$ cat src/rtl/min_tracking_stack_top_macros.svh
// ----------------------------------------------------------------------------
// Min-tracking stack assertion macros
// Concurrent assertion wrappers; the bodies are empty in synthesis.
// ----------------------------------------------------------------------------
`ifndef MIN_TRACKING_STACK_TOP_MACROS_SVH
`define MIN_TRACKING_STACK_TOP_MACROS_SVH

`ifndef SYNTHESIS
// Assertion clocked on clk, disabled while the active-low reset is low
`define MST_ASSERT(lbl, clk, rst_n, prop, msg) \
  lbl: assert property (@(posedge clk) disable iff (!rst_n) prop) else $error(msg);
// Assertion clocked on clk that also holds during reset
`define MST_ASSERT_ALWAYS(lbl, clk, prop, msg) \
  lbl: assert property (@(posedge clk) prop) else $error(msg);
`else
`define MST_ASSERT(lbl, clk, rst_n, prop, msg)
`define MST_ASSERT_ALWAYS(lbl, clk, prop, msg)
`endif

`endif

$ cat src/rtl/mst_pkg.sv
// ----------------------------------------------------------------------------
// Min-tracking stack package
// Payload types and operation and status codes.
// ----------------------------------------------------------------------------
`timescale 1ns / 1ps

package mst_pkg;

  localparam logic [1:0] ACT_PUSH = 2'd0;
  localparam logic [1:0] ACT_POP  = 2'd1;
  localparam logic [1:0] ACT_PEEK = 2'd2;

  typedef enum logic [1:0] {
    STS_OK    = 2'd0,
    STS_FULL  = 2'd1,
    STS_EMPTY = 2'd2
  } status_e;

  typedef struct packed {
    logic [1:0]         action;
    logic signed [31:0] value;
  } in_item_t;

  typedef struct packed {
    logic signed [31:0] top_value;
    logic signed [31:0] min_value;
    logic               is_empty;
    logic [1:0]         status;
  } out_item_t;

  // controller to datapath
  typedef struct packed {
    logic    push;
    logic    pop;
    logic    load_out;
    logic    load_rd;
    status_e status;
  } ctrl_cmd_t;

  // datapath to controller
  typedef struct packed {
    logic full;
    logic empty;
    logic multi;
  } dp_status_t;

endpackage

$ cat src/rtl/mst_ram.sv
// ----------------------------------------------------------------------------
// Generic RAM
// One write port, one read port with registered read data.
// ----------------------------------------------------------------------------
`timescale 1ns / 1ps

module mst_ram #(
  parameter int WIDTH = 33,
  parameter int DEPTH = 64
) (
  input  logic                     clk_i,
  input  logic                     we_i,
  input  logic [$clog2(DEPTH)-1:0] waddr_i,
  input  logic [WIDTH-1:0]         wdata_i,
  input  logic [$clog2(DEPTH)-1:0] raddr_i,
  output logic [WIDTH-1:0]         rdata_o
);

  logic [WIDTH-1:0] mem_q [DEPTH];

  always_ff @(posedge clk_i) begin
    if (we_i) begin
      mem_q[waddr_i] <= wdata_i;
    end
    rdata_o <= mem_q[raddr_i];
  end

endmodule

$ cat src/rtl/mst_ctrl.sv
// ----------------------------------------------------------------------------
// Min-tracking stack controller
// Input acceptance, read-wait sequencing and output register valid.
// ----------------------------------------------------------------------------
`timescale 1ns / 1ps

`include "min_tracking_stack_top_macros.svh"

module mst_ctrl
  import mst_pkg::*;
(
  input  logic       clk_i,
  input  logic       rst_ni,
  input  logic       in_valid_i,
  output logic       in_stall_o,
  input  logic [1:0] action_i,
  output logic       out_valid_o,
  input  logic       out_stall_i,
  input  dp_status_t sts_i,
  output ctrl_cmd_t  cmd_o
);

  localparam logic ST_IDLE = 1'b0;
  localparam logic ST_RD   = 1'b1;

  logic state_q, state_d;
  logic out_valid_q, out_valid_d;
  logic accept, is_push, is_pop, need_rd;

  assign in_stall_o = (state_q != ST_IDLE) || (out_valid_q && out_stall_i);
  assign accept     = in_valid_i && !in_stall_o;
  assign is_push    = (action_i == ACT_PUSH);
  assign is_pop     = (action_i == ACT_POP);

  always_comb begin
    cmd_o.push     = accept && is_push && !sts_i.full;
    cmd_o.pop      = accept && is_pop && !sts_i.empty;
    // a pop that leaves entries must fetch the new top from the RAM
    need_rd        = cmd_o.pop && sts_i.multi;
    cmd_o.load_out = accept && !need_rd;
    cmd_o.load_rd  = (state_q == ST_RD);
    if (is_push && sts_i.full) begin
      cmd_o.status = STS_FULL;
    end else if (is_pop && sts_i.empty) begin
      cmd_o.status = STS_EMPTY;
    end else begin
      cmd_o.status = STS_OK;
    end
  end

  always_comb begin
    state_d = state_q;
    case (state_q)
      ST_IDLE: if (need_rd) state_d = ST_RD;
      ST_RD:   state_d = ST_IDLE;
      default: state_d = ST_IDLE;
    endcase
  end

  always_comb begin
    if (cmd_o.load_out || cmd_o.load_rd) begin
      out_valid_d = 1'b1;
    end else if (!out_stall_i) begin
      out_valid_d = 1'b0;
    end else begin
      out_valid_d = out_valid_q;
    end
  end

  always_ff @(posedge clk_i or negedge rst_ni) begin
    if (!rst_ni) begin
      state_q     <= ST_IDLE;
      out_valid_q <= 1'b0;
    end else begin
      state_q     <= state_d;
      out_valid_q <= out_valid_d;
    end
  end

  assign out_valid_o = out_valid_q;

  `MST_ASSERT(a_rd_out_free, clk_i, rst_ni, (state_q == ST_RD) |-> !out_valid_q, "output busy during read")
  `MST_ASSERT(a_rd_follows_pop, clk_i, rst_ni, need_rd |=> (state_q == ST_RD), "read wait missed")
  `MST_ASSERT(a_one_load, clk_i, rst_ni, !(cmd_o.load_out && cmd_o.load_rd), "two result loads")

endmodule

$ cat src/rtl/mst_datapath.sv
// ----------------------------------------------------------------------------
// Min-tracking stack datapath
// Entry count, running minimum, cached top difference, store and result.
// ----------------------------------------------------------------------------
`timescale 1ns / 1ps

`include "min_tracking_stack_top_macros.svh"

module mst_datapath
  import mst_pkg::*;
#(
  parameter int DEPTH = 64
) (
  input  logic               clk_i,
  input  logic               rst_ni,
  input  logic signed [31:0] value_i,
  input  ctrl_cmd_t          cmd_i,
  output dp_status_t         sts_o,
  output out_item_t          out_data_o
);

  localparam int AW = $clog2(DEPTH);
  localparam int CW = $clog2(DEPTH + 1);

  logic [CW-1:0]      cnt_q, cnt_d;
  logic signed [31:0] min_q, min_d;
  logic [32:0]        top_q, top_d;
  logic [32:0]        push_diff;
  logic [CW-1:0]      rd_cnt;
  logic               we;
  logic [AW-1:0]      waddr, raddr;
  logic [32:0]        wdata, rdata;
  logic [CW-1:0]      sel_cnt;
  logic signed [31:0] sel_min;
  logic [32:0]        sel_top;
  logic               top_pos;
  out_item_t          out_q;

  assign sts_o.full  = (cnt_q == CW'(DEPTH));
  assign sts_o.empty = (cnt_q == '0);
  assign sts_o.multi = (cnt_q >= CW'(2));

  assign push_diff = {value_i[31], value_i} - {min_q[31], min_q};
  assign rd_cnt    = cnt_q - CW'(2);
  assign raddr     = rd_cnt[AW-1:0];

  always_comb begin
    cnt_d = cnt_q;
    min_d = min_q;
    top_d = top_q;
    we    = 1'b0;
    waddr = cnt_q[AW-1:0];
    wdata = push_diff;
    if (cmd_i.push) begin
      we = 1'b1;
      if (sts_o.empty) begin
        cnt_d = CW'(1);
        min_d = value_i;
        top_d = '0;
        wdata = '0;
      end else begin
        cnt_d = cnt_q + CW'(1);
        top_d = push_diff;
        if (push_diff[32]) min_d = value_i;
      end
    end else if (cmd_i.pop) begin
      cnt_d = cnt_q - CW'(1);
      // a negative difference marks where the minimum was lowered
      if (top_q[32]) min_d = min_q - top_q[31:0];
    end else if (cmd_i.load_rd) begin
      top_d = rdata;
    end
  end

  mst_ram #(
    .WIDTH(33),
    .DEPTH(DEPTH)
  ) u_ram (
    .clk_i  (clk_i),
    .we_i   (we),
    .waddr_i(waddr),
    .wdata_i(wdata),
    .raddr_i(raddr),
    .rdata_o(rdata)
  );

  always_ff @(posedge clk_i or negedge rst_ni) begin
    if (!rst_ni) begin
      cnt_q <= '0;
      min_q <= '0;
    end else begin
      cnt_q <= cnt_d;
      min_q <= min_d;
    end
  end

  always_ff @(posedge clk_i) begin
    top_q <= top_d;
  end

  // result view of the stack after the operation
  always_comb begin
    if (cmd_i.load_rd) begin
      sel_cnt = cnt_q;
      sel_min = min_q;
      sel_top = rdata;
    end else begin
      sel_cnt = cnt_d;
      sel_min = min_d;
      sel_top = top_d;
    end
    top_pos = !sel_top[32] && (sel_top[31:0] != '0);
  end

  always_ff @(posedge clk_i) begin
    if (cmd_i.load_out || cmd_i.load_rd) begin
      out_q.status <= cmd_i.load_rd ? STS_OK : cmd_i.status;
      if (sel_cnt == '0) begin
        out_q.top_value <= '0;
        out_q.min_value <= '0;
        out_q.is_empty  <= 1'b1;
      end else begin
        out_q.top_value <= top_pos ? (sel_min + sel_top[31:0]) : sel_min;
        out_q.min_value <= sel_min;
        out_q.is_empty  <= 1'b0;
      end
    end
  end

  assign out_data_o = out_q;

  `MST_ASSERT_ALWAYS(a_cnt_range, clk_i, !rst_ni || (cnt_q <= CW'(DEPTH)), "count beyond depth")
  `MST_ASSERT(a_push_room, clk_i, rst_ni, cmd_i.push |-> !sts_o.full, "push into full stack")
  `MST_ASSERT(a_pop_count, clk_i, rst_ni, cmd_i.pop |=> (cnt_q == $past(cnt_q) - CW'(1)), "pop count")

endmodule

$ cat src/rtl/min_tracking_stack_top.sv
// ----------------------------------------------------------------------------
// Min-tracking stack
// LIFO of signed 32-bit values that reports the running minimum.
// ----------------------------------------------------------------------------
// Every operation gives one result. Push, peek, dropped operations and a pop
// that empties the stack load the result register directly; a pop that leaves
// entries waits in the read state, since the new top difference comes from the
// store's registered read port, and the input stalls while it waits. One
// operation is in flight at a time; the next operation is taken no earlier than
// the edge at which the previous result is taken, so the input stalls while a
// result is held by output stall. The store needs no clearing pass: only entries
// below the fill count are ever read.
`timescale 1ns / 1ps

module min_tracking_stack_top
  import mst_pkg::*;
#(
  parameter int DEPTH = 64
) (
  input  logic      clk_i,
  input  logic      rst_ni,
  input  logic      in_valid_i,
  output logic      in_stall_o,
  input  in_item_t  in_data_i,
  output logic      out_valid_o,
  input  logic      out_stall_i,
  output out_item_t out_data_o
);

  ctrl_cmd_t  cmd;
  dp_status_t sts;

  mst_ctrl u_ctrl (
    .clk_i      (clk_i),
    .rst_ni     (rst_ni),
    .in_valid_i (in_valid_i),
    .in_stall_o (in_stall_o),
    .action_i   (in_data_i.action),
    .out_valid_o(out_valid_o),
    .out_stall_i(out_stall_i),
    .sts_i      (sts),
    .cmd_o      (cmd)
  );

  mst_datapath #(
    .DEPTH(DEPTH)
  ) u_datapath (
    .clk_i     (clk_i),
    .rst_ni    (rst_ni),
    .value_i   (in_data_i.value),
    .cmd_i     (cmd),
    .sts_o     (sts),
    .out_data_o(out_data_o)
  );

endmodule

$ cat config.mk
export PLATFORM = sky130hd
export DESIGN_NAME = min_tracking_stack_top
export DESIGN_NICKNAME = d
export VERILOG_FILES = /design/src/rtl/mst_pkg.sv /design/src/rtl/mst_ram.sv /design/src/rtl/mst_ctrl.sv /design/src/rtl/mst_datapath.sv /design/src/rtl/min_tracking_stack_top.sv
export VERILOG_INCLUDE_DIRS = /design/src /design/src/rtl
export SDC_FILE = /design/constraint.sdc
export NUM_CORES = 2
export LEC_CHECK = 0
export BUFFER_PORTS_ARGS = -buffer_cell sky130_fd_sc_hd__buf_2
export CAP_MARGIN = 20
export CORE_MARGIN = 2
export CORE_UTILIZATION = 63
export CTS_CLUSTER_SIZE = 8
export DETAILED_ROUTE_END_ITERATION = 16
export PLACE_DENSITY = 0.81
export SLEW_MARGIN = 20
export SYNTH_ARGS = -nofsm -noshare
export SYNTH_HDL_FRONTEND = slang
export SYNTH_SLANG_ARGS = --single-unit
$ cat constraint.sdc
create_clock -name clk_i -period 11.2 [get_ports clk_i]
set_input_delay 2.24 -clock clk_i [delete_from_list [all_inputs] [get_ports clk_i]]
set_output_delay 2.24 -clock clk_i [all_outputs]
set_load 0.02 [all_outputs]
==> results.sh <==
export IMPL_run_status="complete, no violations"
export IMPL_pwr_share_comb_pct=40.0
export IMPL_cts_max_level=5
export IMPL_die_h_microns=387
export IMPL_seq_area_frac_synth_pct=73.2
export IMPL_cp_arrival_ns=9.48
export IMPL_setup_viol=0
export IMPL_path_class="in2reg"
export IMPL_switching_power_uw=13300
export IMPL_p_int_uw=23400
export IMPL_regArea_sq_um=67800
export IMPL_avgSynthCellArea_sq_um=20.4
export IMPL_clock_latency_ns=0.94
export IMPL_ff2ff_setup_slack_ns=3.02
export IMPL_drc=0
export IMPL_synthCells=4537
export IMPL_synth_seq_cells=2286
export IMPL_max_freq_ghz=0.113
export IMPL_track_usage_pct=36.6
export IMPL_cp_max_fo=22
export IMPL_layout_cells_most_common="edfxtp_1"
export IMPL_core_sq_um=146000
export IMPL_vias_per_cell=7.55
export IMPL_grt_ovfl_total=0
export IMPL_cts_resized=0
export IMPL_min_delay_path_class="reg2reg"
export IMPL_postRouteAntennaNets=0
export IMPL_gp_congestion=0.963
export IMPL_tightest_slew_ns=1.21
export IMPL_min_period_over_period_pct=78.7
export IMPL_rsz0062_at_grt="false"
export IMPL_fin_setup_tns_ns=0
export IMPL_synthArstFlopShare_pct=1.79
export IMPL_grt_pass1_wl_microns=388000
export IMPL_r2r_end="u_datapath.out_data_o[63]$_SDFFCE_PP0P_"
export IMPL_post_drt_wl_per_cell_microns=39.3
export IMPL_synth_edf_count=2179
export IMPL_cts_buffers=336
export IMPL_finClkSkew_ns=0.0659
export IMPL_synthesis_area_sq_um=92600
export IMPL_die_w_microns=387
export IMPL_wl_microns=272000
export IMPL_drtIter0Drc=9425
export IMPL_tritoncts="yes"
export IMPL_final_layout_size_suffix_gt1_share_pct=28.2
export IMPL_clkPwrFrac_pct=24.8
export IMPL_drv_cap=0
export IMPL_grt_antenna_before_repair=13
export IMPL_cts_setup_buffers=0
export IMPL_rr_worst_depth=23
export IMPL_end_kind="flip-flop"
export IMPL_start_util_pct=63.5
export IMPL_worst_hold_path_endpoint="u_datapath.top_q[20]$_DFF_P_"
export IMPL_timing_slew_headroom_pct=18.8
export IMPL_cts_sinks=2286
export IMPL_required_ns=11.86
export IMPL_postCtsHoldBufs=0
export IMPL_crit_path_start_kind="primary input"
export IMPL_ys_warn_count=0
export IMPL_min_path_cells=2
export IMPL_ys_flop_type="edfxtp_1"
export IMPL_multi_input_area_sq_um=24400
export IMPL_clock_path_buffers=4
export IMPL_fin_crit_ns=8.82
export IMPL_vias=52200
export IMPL_seq_power_share_pct=35.2
export IMPL_hpwl_microns=132000
export IMPL_maxSlewViolCount=0
export IMPL_rows=140
export IMPL_rr_startpoint="u_datapath.cnt_q[0]$_DFF_PN0_"
export IMPL_fill_cells=7635
export IMPL_powerDensity_nw_per_um2=347
export IMPL_sw_frac_of_total_pct=36.2
export IMPL_synth_fp_nets=4680
export IMPL_cts_clk_slew_worst_paths_ns=0.06
export IMPL_fin_nets=5044
export IMPL_layout_common_cells="edfxtp_1, mux4_2, clkbuf_16"
export IMPL_p_leak_uw=0.0344
export IMPL_hp_start="u_datapath.u_ram.rdata_o[20]$_DFF_P_"
export IMPL_fin_util_pct=72.6
export IMPL_boundaryPins=107
export IMPL_root_buffer="clkbuf_16"
export IMPL_grt_max_degree=125
export IMPL_finalHoldViolations=0
export IMPL_dr_pass1_iters=8
export IMPL_max_vdd_ir_drop_v=0.000420
export IMPL_syn2layout_area_growth_pct=14.3
export IMPL_grt_pass1_vias=52700
export IMPL_synth_distinct_cells=77
export IMPL_die_area_sq_um=150000
export IMPL_portBuffers=106
-- through the flow --
stage | hold slack, ns | instances | area, sq um | total power [uW] | worst slack (ns)
global route | 0.567 | 6918 | 106000 | 37700 | 1.95
finish | 0.551 | 6921 | 106000 | 36700 | 2.38
floorplan | 0.444 | 4537 | 92600 | 22000 | 2.81
CTS | 0.539 | 6909 | 106000 | 36200 | 2.46
global placement | 0.472 | 6465 | 96500 | 26200 | 1.60
detailed placement | 0.481 | 6471 | 96600 | 26700 | 1.55
-- worst max-delay path by stage --
stage / startpoint / slack [ns] / cells past startpoint / end
after floorplan: in_data_i[23] / 2.81 / 26 / u_datapath.out_data_o[66]$_SDFFCE_PP0P_
after global placement: in_data_i[0] / 1.60 / 28 / u_datapath.out_data_o[63]$_SDFFCE_PP0P_
after detailed placement: in_data_i[0] / 1.55 / 28 / u_datapath.out_data_o[63]$_SDFFCE_PP0P_
after CTS: in_data_i[0] / 2.46 / 28 / u_datapath.out_data_o[63]$_SDFFCE_PP0P_
after global routing: in_data_i[0] / 1.95 / 28 / u_datapath.out_data_o[66]$_SDFFCE_PP0P_
final: in_data_i[0] / 2.38 / 28 / u_datapath.out_data_o[63]$_SDFFCE_PP0P_
-- cell usage after synthesis (36+ instances only) --
cell type,number,area (sq um)
edfxtp_1,2179,65400
inv_1,93,349
mux4_2,680,15300
o21ai_0,99,495
a21oi_1,146,731
and2_1,36,225
nor2_1,203,762
nand2_1,123,462
xnor2_1,57,499
clkbuf_1,163,612
ha_1,102,1280
dfrtp_1,41,1030
mux2i_1,49,490
dfxtp_1,66,1320
buf_1,50,188
-- per-layer routing --
layer,global-route usage [%],wire (microns),vias to the layer above
met4,16.3,14000,10
met1,49.2,91800,26700
met2,57.8,131000,5059
met3,9.18,35000,965
li1,-,-,19500
met5,0,62,-
-- power groups by stage --
stage          Sequential [uW]  Combinational [uW]  Clock (uW)
2_1_floorplan            13200                8880           0
3_3_place_gp             13100               13100           0
3_5_place_dp             13100               13700           0
4_1_cts                  12900               14200        9120
5_1_grt                  12900               15400        9430
6_report                 12900               14700        9090
-- logic make-up after synthesis --
| kind of cell | after synthesis | synth area share [%] |
|---|---|---|
| AO/OA/AOI/OAI | 475 | 3.31 |
| XOR/XNOR | 89 | 0.842 |
| adder cells (fa/ha/maj) | 105 | 1.44 |
| buffers and inverters | 312 | 1.29 |
| flip-flops | 2286 | 73.2 |
| multiplexers | 738 | 17.2 |
| AND/OR/NAND/NOR | 532 | 2.70 |
-- worst max-delay path: stages --
cell	delay, ns
buf_2	0.12
inv_1	0.05
ha_1	0.17
inv_1	0.06
fa_1	0.42
a211oi_1	0.27
o21bai_1	0.22
a32oi_1	0.39
nand2_1	0.19
o21ai_0	0.48
o21ai_0	0.30
o31a_1	0.34
nand2_1	0.23
buf_4	0.32
o221ai_1	0.16
ha_1	0.38
a21o_1	0.19
a21o_1	0.17
a2111oi_0	0.53
o41ai_1	0.25
o41ai_1	0.77
o311ai_0	0.34
a21oi_1	0.35
o21bai_1	0.10
a21oi_1	0.17
xnor2_1	0.08
mux2i_1	0.13
nor2_1	0.05
-- registers in the layout, indices dropped and copies added, names as in the netlist --
signal,cells
u_datapath.top_q,33
u_ctrl.state_q,1
u_ctrl.out_valid_o,1
u_datapath.min_q,32
u_datapath.u_ram.mem_q,2112
u_datapath.out_data_o,67
u_datapath.u_ram.rdata_o,33
u_datapath.cnt_q,7
-- cell type report --
type,instances,share of cell area [%]
clock inverter,4,0.0402
sequential,2286,64.1
clock buffer,434,8.47
timing repair buffer,244,1.75
tap,1917,2.27
multi-input combinational,1939,23.1
inverter,94,0.334
antenna,3,0.00710
Note: power is estimated with default switching activity, not from simulation.
